File: config.mk
export PLATFORM = sky130hd
export DESIGN_NAME = signed_decimal_display_sequencer
export DESIGN_NICKNAME = d
export VERILOG_FILES = /design/src/hdl/ssd_pkg.sv /design/src/hdl/ssd_bcd.sv /design/src/hdl/ssd_emit.sv /design/src/hdl/signed_decimal_display_sequencer.sv
export SDC_FILE = /design/constraint.sdc
export NUM_CORES = 1
export LEC_CHECK = 0
export ABC_CLOCK_PERIOD_IN_PS = 3200
export BUFFER_PORTS_ARGS = -buffer_cell sky130_fd_sc_hd__buf_2
export CAP_MARGIN = 40
export CORE_UTILIZATION = 55
export CTS_CLUSTER_DIAMETER = 100
export DETAILED_ROUTE_END_ITERATION = 12
export GPL_TIMING_DRIVEN = 0
export PLACE_DENSITY_LB_ADDON = 0.15
export SLEW_MARGIN = 20
export SYNTH_ARGS = -nofsm -noshare
export SYNTH_HDL_FRONTEND = slang
export SYNTH_SLANG_ARGS = --single-unit
File: constraint.sdc
create_clock -name clk_i -period 3.2 [get_ports clk_i]
set_clock_uncertainty 0.15 [all_clocks]
set_input_delay 0.64 -clock clk_i [delete_from_list [all_inputs] [get_ports clk_i]]
set_output_delay 0.64 -clock clk_i [all_outputs]
set_load 0.03 [all_outputs]
File: src/hdl/ssd_pkg.sv
`default_nettype none

package ssd_pkg;

  localparam int VALUE_W     = 32;
  localparam int SYM_W       = 4;
  localparam int DIGIT_W     = 4;
  localparam int CFG_W       = 4;
  localparam int TDATA_IN_W  = 32;
  localparam int TDATA_OUT_W = 8;
  // 2^31 needs ten decimal digits
  localparam int BCD_DIGITS  = 10;
  localparam int POS_W       = $clog2(BCD_DIGITS);
  localparam int BIT_CNT_W   = $clog2(VALUE_W);

  typedef logic [DIGIT_W-1:0] digit_t;
  typedef digit_t [BCD_DIGITS-1:0] bcd_t;
  typedef logic [SYM_W-1:0] sym_t;

  localparam sym_t SYM_MINUS = 4'd10;
  localparam sym_t SYM_O     = 4'd11;
  localparam sym_t SYM_F     = 4'd12;
  localparam sym_t SYM_BLANK = 4'd13;

  localparam logic [CFG_W-1:0] CFG_RESET = 4'd4;

  typedef struct packed {
    logic done;
    bcd_t digits;
  } bcd_stat_t;

endpackage

`default_nettype wire

File: src/hdl/ssd_bcd.sv
`default_nettype none

// Serial double-dabble: one magnitude bit enters the BCD register per cycle.
module ssd_bcd import ssd_pkg::*; (
  input  logic               clk_i,
  input  logic               rst_ni,
  input  logic               start_i,
  input  logic [VALUE_W-1:0] mag_i,
  output bcd_stat_t          stat_o
);

  logic [VALUE_W-1:0]   mag_q, mag_d;
  bcd_t                 digits_q, digits_d;
  logic [BIT_CNT_W-1:0] cnt_q, cnt_d;
  logic                 busy_q, busy_d;
  logic                 done_q, done_d;
  bcd_t                 adj;
  logic [BCD_DIGITS*DIGIT_W:0] shifted;

  always_comb begin
    for (int i = 0; i < BCD_DIGITS; i++) begin
      adj[i] = (digits_q[i] >= 4'd5) ? digits_q[i] + 4'd3 : digits_q[i];
    end
    shifted = {adj, mag_q[VALUE_W-1]};

    mag_d    = mag_q;
    digits_d = digits_q;
    cnt_d    = cnt_q;
    busy_d   = busy_q;
    done_d   = 1'b0;
    if (start_i) begin
      mag_d    = mag_i;
      digits_d = '0;
      cnt_d    = '0;
      busy_d   = 1'b1;
    end else if (busy_q) begin
      mag_d    = {mag_q[VALUE_W-2:0], 1'b0};
      digits_d = bcd_t'(shifted[BCD_DIGITS*DIGIT_W-1:0]);
      cnt_d    = cnt_q + 1'b1;
      if (cnt_q == BIT_CNT_W'(VALUE_W - 1)) begin
        busy_d = 1'b0;
        done_d = 1'b1;
      end
    end
  end

  always_ff @(posedge clk_i or negedge rst_ni) begin
    if (!rst_ni) begin
      cnt_q  <= '0;
      busy_q <= 1'b0;
      done_q <= 1'b0;
    end else begin
      cnt_q  <= cnt_d;
      busy_q <= busy_d;
      done_q <= done_d;
    end
  end

  always_ff @(posedge clk_i) begin
    mag_q    <= mag_d;
    digits_q <= digits_d;
  end

  assign stat_o.done   = done_q;
  assign stat_o.digits = digits_q;

endmodule

`default_nettype wire

File: src/hdl/ssd_emit.sv
`default_nettype none

// Sequencer: range check, leading-zero skip and symbol emission into the output register.
module ssd_emit import ssd_pkg::*; #(
  parameter int MAX_DIGITS = 8
) (
  input  logic             clk_i,
  input  logic             rst_ni,
  input  logic             s_valid_i,
  output logic             s_ready_o,
  input  logic             func_i,
  input  logic             neg_i,
  input  logic [CFG_W-1:0] cfg_count_i,
  output logic             start_o,
  input  bcd_stat_t        bcd_stat_i,
  output logic             m_valid_o,
  input  logic             m_ready_i,
  output sym_t             sym_o,
  output logic             last_o
);

  typedef enum logic [7:0] {
    S_IDLE  = 8'b0000_0001,
    S_CONV  = 8'b0000_0010,
    S_SKIP  = 8'b0000_0100,
    S_SIGN  = 8'b0000_1000,
    S_DIGIT = 8'b0001_0000,
    S_OVF_O = 8'b0010_0000,
    S_OVF_F = 8'b0100_0000,
    S_BLANK = 8'b1000_0000
  } state_e;

  localparam logic [CFG_W-1:0] MaxCount = CFG_W'(MAX_DIGITS);

  state_e           state_q, state_d;
  logic [POS_W-1:0] pos_q, pos_d;
  logic             neg_q, neg_d;
  logic             m_valid_q, m_valid_d;
  sym_t             sym_q, sym_d;
  logic             last_q, last_d;
  logic [CFG_W-1:0] n_eff, lim;
  logic             ovf;
  logic             out_free;
  digit_t           cur;

  always_comb begin
    if (cfg_count_i == '0) begin
      n_eff = CFG_W'(1);
    end else if (cfg_count_i > MaxCount) begin
      n_eff = MaxCount;
    end else begin
      n_eff = cfg_count_i;
    end
    // a minus sign takes one position
    lim = neg_q ? n_eff - 1'b1 : n_eff;
    ovf = 1'b0;
    for (int i = 0; i < BCD_DIGITS; i++) begin
      if ((CFG_W'(i) >= lim) && (bcd_stat_i.digits[i] != '0)) begin
        ovf = 1'b1;
      end
    end
  end

  assign cur      = bcd_stat_i.digits[pos_q];
  assign out_free = !m_valid_q || m_ready_i;

  always_comb begin
    state_d   = state_q;
    pos_d     = pos_q;
    neg_d     = neg_q;
    m_valid_d = m_valid_q && !m_ready_i;
    sym_d     = sym_q;
    last_d    = last_q;
    start_o   = 1'b0;
    case (state_q)
      S_IDLE: begin
        if (s_valid_i) begin
          neg_d = neg_i;
          if (func_i) begin
            state_d = S_BLANK;
          end else begin
            start_o = 1'b1;
            state_d = S_CONV;
          end
        end
      end
      S_CONV: begin
        if (bcd_stat_i.done) begin
          pos_d   = POS_W'(BCD_DIGITS - 1);
          state_d = ovf ? S_OVF_O : S_SKIP;
        end
      end
      S_SKIP: begin
        // drop leading zeros, keep the units digit
        if ((cur == '0) && (pos_q != '0)) begin
          pos_d = pos_q - 1'b1;
        end else begin
          state_d = neg_q ? S_SIGN : S_DIGIT;
        end
      end
      S_SIGN: begin
        if (out_free) begin
          m_valid_d = 1'b1;
          sym_d     = SYM_MINUS;
          last_d    = 1'b0;
          state_d   = S_DIGIT;
        end
      end
      S_DIGIT: begin
        if (out_free) begin
          m_valid_d = 1'b1;
          sym_d     = sym_t'(cur);
          last_d    = (pos_q == '0);
          if (pos_q == '0) begin
            state_d = S_IDLE;
          end else begin
            pos_d = pos_q - 1'b1;
          end
        end
      end
      S_OVF_O: begin
        if (out_free) begin
          m_valid_d = 1'b1;
          sym_d     = SYM_O;
          last_d    = 1'b0;
          state_d   = S_OVF_F;
        end
      end
      S_OVF_F: begin
        if (out_free) begin
          m_valid_d = 1'b1;
          sym_d     = SYM_F;
          last_d    = 1'b1;
          state_d   = S_IDLE;
        end
      end
      S_BLANK: begin
        if (out_free) begin
          m_valid_d = 1'b1;
          sym_d     = SYM_BLANK;
          last_d    = 1'b1;
          state_d   = S_IDLE;
        end
      end
      default: begin
        state_d = S_IDLE;
      end
    endcase
  end

  always_ff @(posedge clk_i or negedge rst_ni) begin
    if (!rst_ni) begin
      state_q   <= S_IDLE;
      pos_q     <= '0;
      neg_q     <= 1'b0;
      m_valid_q <= 1'b0;
    end else begin
      state_q   <= state_d;
      pos_q     <= pos_d;
      neg_q     <= neg_d;
      m_valid_q <= m_valid_d;
    end
  end

  always_ff @(posedge clk_i) begin
    sym_q  <= sym_d;
    last_q <= last_d;
  end

  assign s_ready_o = (state_q == S_IDLE);
  assign m_valid_o = m_valid_q;
  assign sym_o     = sym_q;
  assign last_o    = last_q;

endmodule

`default_nettype wire

File: src/hdl/signed_decimal_display_sequencer.sv
// Signed decimal display sequencer.
// Input stream: s_axis_tdata carries the signed 32-bit value, s_axis_tuser
// selects clear (1) or show value (0). A request is taken when tvalid and
// tready are both high; tready is high only while the block is idle.
// Output stream: one display symbol per transfer in m_axis_tdata[3:0]
// (0-9 digit, 10 minus, 11 O, 12 F, 13 blank), m_axis_tlast on the final
// symbol of a request. Symbols come most significant first.
// cfg_we_i writes cfg_wdata_i into the digit-count register (reset 4).
// With a ready receiver: a clear request passes to the blank state and
// loads its blank symbol from there. A show request runs a bit-serial
// binary-to-BCD conversion over all 32 magnitude bits, then picks overflow
// or digits; the overflow mark is the two symbols O and F, otherwise leading
// zeros are skipped and the minus sign, if any, and the digits are loaded.
// The next request is taken only after the last symbol of a request is
// loaded, and the 32-bit serial conversion mainly sets the request rate. A
// stalled receiver holds the output register and stops the sequencer; no
// symbol is dropped.
// Reset clears all control state and the output valid, and sets the digit
// count to 4.
`default_nettype none

module signed_decimal_display_sequencer import ssd_pkg::*; #(
  parameter int MAX_DIGITS = 8
) (
  input  logic                   clk_i,
  input  logic                   rst_ni,
  input  logic                   cfg_we_i,
  input  logic [CFG_W-1:0]       cfg_wdata_i,   // digit_count
  input  logic                   s_axis_tvalid,
  output logic                   s_axis_tready,
  input  logic [TDATA_IN_W-1:0]  s_axis_tdata,  // [31:0] value
  input  logic [0:0]             s_axis_tuser,  // [0] func
  output logic                   m_axis_tvalid,
  input  logic                   m_axis_tready,
  output logic [TDATA_OUT_W-1:0] m_axis_tdata,  // [3:0] symbol, [7:4] zero
  output logic                   m_axis_tlast
);

  logic [CFG_W-1:0]   cfg_q, cfg_d;
  logic [VALUE_W-1:0] mag;
  logic               start;
  bcd_stat_t          bcd_stat;
  sym_t               sym;

  assign cfg_d = cfg_we_i ? cfg_wdata_i : cfg_q;

  always_ff @(posedge clk_i or negedge rst_ni) begin
    if (!rst_ni) begin
      cfg_q <= CFG_RESET;
    end else begin
      cfg_q <= cfg_d;
    end
  end

  // unsigned magnitude; the most negative value maps to 2^31 exactly
  assign mag = s_axis_tdata[VALUE_W-1] ? (~s_axis_tdata + 1'b1) : s_axis_tdata;

  ssd_bcd u_bcd (
    .clk_i  (clk_i),
    .rst_ni (rst_ni),
    .start_i(start),
    .mag_i  (mag),
    .stat_o (bcd_stat)
  );

  ssd_emit #(
    .MAX_DIGITS(MAX_DIGITS)
  ) u_emit (
    .clk_i      (clk_i),
    .rst_ni     (rst_ni),
    .s_valid_i  (s_axis_tvalid),
    .s_ready_o  (s_axis_tready),
    .func_i     (s_axis_tuser[0]),
    .neg_i      (s_axis_tdata[VALUE_W-1]),
    .cfg_count_i(cfg_q),
    .start_o    (start),
    .bcd_stat_i (bcd_stat),
    .m_valid_o  (m_axis_tvalid),
    .m_ready_i  (m_axis_tready),
    .sym_o      (sym),
    .last_o     (m_axis_tlast)
  );

  assign m_axis_tdata = {(TDATA_OUT_W - SYM_W)'(0), sym};

endmodule

`default_nettype wire

Word level (Yosys, flattened, before mapping)
Index checks and enable logic that the tools add are counted.
{"block": "word_totals", "regBits": 102, "latchBits": 0, "mem_bits_rw": 0, "mem_bits_ro": 0, "input_bits": 42, "out_inout_bits": 11, "elab_cells": 189, "memories": 0}
{"block": "classes", "add_sub_neg": 14, "n_mul": 0, "div": 0, "n_lt_le_gt_ge": 22, "eq_ne": 22, "shifts": 0, "n_mux": 68, "n_bitwise": 1, "n_reduce_logical": 41}
{"cell": "32-bit two-way mux", "count": 3}
{"cell": "4-bit two-way mux", "count": 22}
{"cell": "8-bit two-way mux", "count": 9}
{"cell": "8-bit case mux with 7 select lines", "count": 1}
{"cell": "4-bit nonzero test", "count": 11}
{"cell": "4-bit by 3-bit >= comparator with 1-bit output, second input constant", "count": 10}
{"cell": "4-bit by 2-bit adder with 4-bit output, second input constant", "count": 9}
{"cell": "32-bit by 1-bit adder with 32-bit output, second input constant", "count": 1}
{"cell": "32-bit inverter", "count": 1}
{"cell": "1-bit two-way mux", "count": 24}
{"cell": "2-bit by 1-bit != test with 1-bit output, second input constant", "count": 10}
{"cell": "4-bit case mux with 5 select lines", "count": 1}
{"cell": "4-bit binary-select mux with 4-bit select", "count": 1}
{"cell": "3-bit by 4-bit >= comparator with 1-bit output, first input constant", "count": 4}
{"cell": "5-bit two-way mux", "count": 3}
{"cell": "1-bit logical AND", "count": 12}
{"cell": "4-bit logical NOT", "count": 3}
{"cell": "4-bit case mux with 3 select lines", "count": 1}
{"cell": "8-bit by 1-bit == test with 1-bit output, second input constant", "count": 1}
{"cell": "8-bit by 2-bit == test with 1-bit output, second input constant", "count": 1}
{"cell": "8-bit by 3-bit == test with 1-bit output, second input constant", "count": 1}
{"cell": "8-bit by 4-bit == test with 1-bit output, second input constant", "count": 1}
{"cell": "8-bit by 5-bit == test with 1-bit output, second input constant", "count": 1}
{"cell": "8-bit by 6-bit == test with 1-bit output, second input constant", "count": 1}
{"cell": "27 further kinds", "count": 36}

Logic depth before layout (Yosys ltp)
{"block": "depth", "word_depth": 20, "ltp_mapped": 10, "depth_no_buf": 9}

Hierarchy
A second synthesis with hierarchy kept.
{"block": "hier_totals", "hier_cells": 734, "hier_area_um2": 6852.8}
{"module": "ssd_bcd", "instances": 1, "cells_per_inst": 396, "area_per_inst_um2": 4077.7, "seq_area_each_um2": 1936.9}
{"module": "ssd_emit", "instances": 1, "cells_per_inst": 207, "area_per_inst_um2": 1783.0, "seq_area_each_um2": 501.7}
{"module": "signed_decimal_display_sequencer", "instances": 1, "cells_per_inst": 131, "area_per_inst_um2": 992.2, "seq_area_each_um2": 101.3}

Worst setup path after synthesis
No wires, ideal clock.
{"block": "synth_timing", "kind": "register to register", "startpoint": "reg u_emit.state_q[7]", "endpoint": "reg u_bcd.mag_q[0] (enable)", "setup_ns": 0.389, "t_arrival_ns": 3.095, "required_time_ns": 2.661, "path_slack_ns": -0.434, "path_stages_with_launch": 10, "path_buffers": 3, "period_less_slack_ns": 3.634, "path_cell_list": "dfrtp_1 clkbuf_1 nor4_1 nand3_1 inv_1 nand2_1 or2_1 clkbuf_1 clkbuf_1 nand2_1"}
{"block": "synth_via", "elab_chain_cells": 3}
{"element": "start: declaration", "line_no": "ssd_emit.sv:35", "text": "state_e state_q, state_d;"}
{"element": "start signal: assignment", "line_no": "ssd_emit.sv:158", "text": "state_q <= state_d;"}
{"element": "8-bit by 1-bit == test with 1-bit output"}
{"element": "via s_axis_tready", "line_no": "signed_decimal_display_sequencer.sv:30", "text": "output logic s_axis_tready,"}
{"element": "1-bit two-way mux", "line_no": "ssd_emit.sv:75", "text": "case (state_q)"}
{"element": "2-bit nonzero test (no line)"}
{"element": "end signal: assignment", "line_no": "ssd_bcd.sv:60", "text": "mag_q <= mag_d;"}
{"element": "end: declaration", "line_no": "ssd_bcd.sv:12", "text": "logic [VALUE_W-1:0] mag_q, mag_d;"}
The timed path passes the listed nets, and every way through them passes these cells.
A chain may end at the register's enable or synchronous reset.

Worst setup path in the final report
{"block": "layout_timing", "startpoint": "reg u_emit.pos_q[0]", "endpoint": "reg u_emit.state_q[5]"}
{"block": "layout_via", "elab_chain_cells": 6, "elab_cells_between_ends": 9, "cone_classes": "2 x eq/ne; 2 x mux; 5 x reduce/logical"}
{"element": "start: declaration", "line_no": "ssd_emit.sv:36", "text": "logic [POS_W-1:0] pos_q, pos_d;"}
{"element": "start signal: assignment", "line_no": "ssd_emit.sv:159", "text": "pos_q <= pos_d;"}
{"element": "4-bit binary-select mux with 4-bit select", "line_no": "ssd_emit.sv:64", "text": "assign cur = bcd_stat_i.digits[pos_q];"}
{"element": "4-bit two-way mux (implied by the code)", "line_no": "ssd_emit.sv:64"}
{"element": "4-bit logical NOT", "line_no": "ssd_emit.sv:95", "text": "if ((cur == '0) && (pos_q != '0)) begin"}
{"element": "1-bit logical AND", "line_no": "ssd_emit.sv:95"}
{"element": "2-bit != test (no line)"}
{"element": "8-bit AND reduction (no line) (*)"}
Every way passes the cells marked *; elsewhere a longest branch is shown, timed or not. The select of a mux whose other input is x is not followed.

==> impl_metrics.csv <==
group,metric,value,unit
yosys,synthSimpleGateAreaFrac,20.1,%
cells_and_area,regArea,2540,µm²
setup_path,r2r_setup_slack,0.07,ns
cells_and_area,final_layout_size_suffix_gt1_share,13.8,%
cells_and_area,layout_commonest_cell,"o21ai_0",
sta,max_freq,320,MHz
grt,grt_pass1_wl,24500,µm
yosys,synth_fa_ha_area_share,4.94,%
setup_path,crit_buf_inv,1,
setup_path,cp_slowest_cell,"mux4_1",
clock_network,clock_sinks,102,
setup_path,critical_path_class,"reg -> reg",
sta,finalSetupTns,0,ns
clock_network,cts-root-buf,"clkbuf_16",
setup_path,worst-path-max-fanout,10,
yosys,syn_area_per_cell,8.81,µm²
floorplanning,die_w,109,µm
grt,grt_pass1_vias,5099,
setup_path,critPathRequiredTime,3.29,ns
setup_path,start_kind,"flip-flop",
floorplanning,coreArea,11000,µm²
yosys,netlist_area,6330,µm²
yosys,yosysWarnings,0,
clock_network,cts_max_level,3,
route,drt_iter0_drc,403,
sta,final.min_clock_period,3.13,ns
yosys,synthFlopType,"dfxtp_1",
clock_network,cts_tree,"yes",
yosys,synth_compound_area_share,16.0,%
yosys,ys_seq_area_share,40.1,%
power_and_ir_drop,p_leak,3.17,nW
grt,grt_max_degree,33,
floorplanning,die_area,11900,µm²
sta,rsz0062_at_grt,"no",
status,status,"complete, no violations",
run,cap_viol_max_count,0,
cells_and_area,stdcell_count,932,
yosys,synth_seq_cells,102,
setup_path,endpoint_kind,"flip-flop",
sta,slew_headroom,43.1,%
setup_path,cpPeakStageDelay,0.60,ns
grt,gr-total-overflow,0,
route,routed_via_density,5.88,
setup_path,timing.rr.start,"u_emit.pos_q[0]$_DFFE_PN0P_",
clock_network,clkTransAtPathRegs,0.07,ns
sta,hold_viol_final,0,
yosys,yosys-top-cells-area,"edfxtp_1 (18%), dfxtp_1 (13%), dfrtp_1 (9.1%)",
setup_path,timing.rr.end,"u_emit.state_q[5]$_DFFE_PN0P_",
route,drc,0,
floorplanning,rows,38,
placed_design,numPortBuffers,48,
route,detail-route-antenna-nets,0,
clock_network,clock_latency,0.36,ns
yosys,synthCells,719,
power_and_ir_drop,p_per_area,906,nW/µm²
clock_network,cts-buffers-inserted,9,
setup_path,worstPathCellList,"buf_12 -> mux4_1 -> a22oi_1 -> or4b_4 -> or3_4 -> o221ai_4 -> mux2_4",
clock_network,cts.path.max_buffers,2,
yosys,synth_edf_count,37,
hold_path,hp-class,"in -> async",
grt,antenna_found_initial,0,
route,wl,15200,µm
power_and_ir_drop,ir_worst_vdd,0.671,mV
cells_and_area,nFillCells,940,
yosys,synth_top_family_by_area,"simple AND/OR/NAND/NOR gates",
sta,finalSetupViolCount,0,
yosys,yosys.area.top_type,"edfxtp_1",
cells_and_area,diodes,0,
grt,track_usage,26.8,%
placed_design,routabilityCongestion,0.860,
placed_design,dp_cells,910,
cells_and_area,multiInputGateArea,3590,µm²
cells_and_area,syn2layout_area_growth,13.1,%
cells_and_area,final_nets,854,
yosys,synth_cell_types,64,
clock_network,postCtsHoldBufs,0,
setup_path,cp.arrival,3.22,ns
route,post_drt_wl_per_cell,16.3,µm
sta,slew_violations,0,
yosys,synth_top_area_share,17.5,%
yosys,muxShareOfSynthArea,7.33,%
cells_and_area,final_cell_mix,"o21ai_0 (79), nand2_1 (76), nor2_1 (71), buf_2 (49), a21oi_1 (47)",
setup_path,crit_family,"multiplexers",
floorplanning,ios,53,
floorplanning,initial_core_util,57.4,%
setup_path,reg2reg_depth,7,
sta,tightest_slew,0.854,ns
floorplanning,die_h,109,µm
yosys,ys_async_sr_fraction,24.5,%
route,num_vias,5479,
yosys,synth-xor-area-share,7.19,%
sta,post-route-period-util,97.8,%
route,firstDrtPassIters,6,
placed_design,dp_hpwl,11000,µm
[layout make-up]
| cell class | instances | share of cell area (%) |
|---|---|---|
| Timing Repair Buffer | 53 | 3.88 |
| Multi-Input combinational cell | 554 | 50.1 |
| Buffer | 34 | 2.41 |
| Clock buffer | 11 | 3.25 |
| Sequential cell | 102 | 35.5 |
| Tap cell | 140 | 2.45 |
| Inverter | 33 | 1.73 |
| Clock inverter | 5 | 0.699 |
[state kept, by name, summed over array words and instances (netlist names), 4 cells and up]
signal	cells
u_emit.pos_q	4
u_bcd.stat_o	40
u_emit.sym_o	4
u_bcd.cnt_q	5
cfg_q	4
u_emit.state_q	8
u_bcd.mag_q	32
[report_power, final]
| part | total [mW] | switching, mW | leakage [nW] | internal (mW) |
|---|---|---|---|---|
| logic | 2.98 | 1.76 | 1.98 | 1.22 |
| clock network | 1.08 | 0.482 | 0.143 | 0.602 |
| registers | 2.42 | 0.432 | 1.04 | 1.99 |
| total | 6.49 | 2.67 | 3.17 | 3.82 |
[kinds of logic (layout without fill, tap and decap cells)]
logic type,Yosys count,after routing
muxes,39,39
buffers and inverters,67,136
AOI/OAI and AO/OA,171,171
and+or+nand+nor,262,263
DFF,102,102
other,1,4
adders and majority gates,25,25
xor gates and xnor gates,52,52
[worst max path at each step]
stage	startpoint	to	slack (ns)	cells after the start
final	u_emit.pos_q[0]$_DFFE_PN0P_	u_emit.state_q[5]$_DFFE_PN0P_	0.07	7
after global routing	u_emit.pos_q[0]$_DFFE_PN0P_	u_emit.state_q[5]$_DFFE_PN0P_	0.001	7
after CTS	u_emit.state_q[7]$_DFFE_PN0P_	u_bcd.mag_q[2]$_DFFE_PP_	0.005	9
after detailed placement	u_emit.state_q[7]$_DFFE_PN0P_	u_bcd.mag_q[7]$_DFFE_PP_	-0.46	9
after global placement	u_emit.state_q[7]$_DFFE_PN0P_	u_bcd.mag_q[8]$_DFFE_PP_	-0.36	9
after floorplan	u_emit.state_q[7]$_DFFE_PN0P_	u_bcd.mag_q[0]$_SDFFCE_PN0P_	0.06	9
[repair_timing]
item                                   4_1_cts  5_1_grt
gates resized for setup                      5       11
cloned                                       0        1
pin swaps                                    1        2
endpoints found under the hold margin        0        0
setup buffers                                2        2
setup endpoints to repair                   35       53
[Yosys cell counts, types with 5 or more instances]
library cell / n
a21oi_1: 47
a22oi_1: 5
clkbuf_1: 27
dfrtp_1: 23
dfxtp_1: 40
edfxtp_1: 37
ha_1: 25
inv_1: 32
mux2i_1: 28
nand2_1: 77
nand2b_1: 15
nand3_1: 22
nor2_1: 71
nor2b_1: 11
nor3_1: 14
nor3b_1: 8
nor4_1: 6
o21ai_0: 79
o31ai_1: 10
or3_1: 9
xnor2_1: 13
xor2_1: 39
[layer usage]
layer / track usage (%) / wire length [µm] / vias to the layer above
li1: - / - / 2671
met1: 35.8 / 7140 / 2613
met2: 42.4 / 6950 / 166
met3: 6.22 / 747 / 29
met4: 9.62 / 359 / 0
met5: 0 / 0 / -
[worst register-to-register path: stages (launching register included)]
cell      delay [ns]
dfrtp_1         0.37
buf_12          0.16
mux4_1          0.60
a22oi_1         0.26
or4b_4          0.50
or3_4           0.37
o221ai_4        0.26
mux2_4          0.34
[through the flow]
step / hold slack (ns) / area [µm²] / total power, mW / util, % / setup WS [ns]
after global placement: 0.329 / 6770 / 5.15 / 61.4 / -0.359
after global routing: 0.181 / 7160 / 7.03 / 64.9 / 0.00143
after CTS: 0.148 / 7100 / 6.44 / 64.3 / 0.00496
final: 0.132 / 7160 / 6.49 / 64.9 / 0.0714
after detailed placement: 0.332 / 6770 / 5.30 / 61.4 / -0.456
after floorplan: 0.194 / 6350 / 4.56 / - / 0.0561
(Power assumes the default switching activity.)
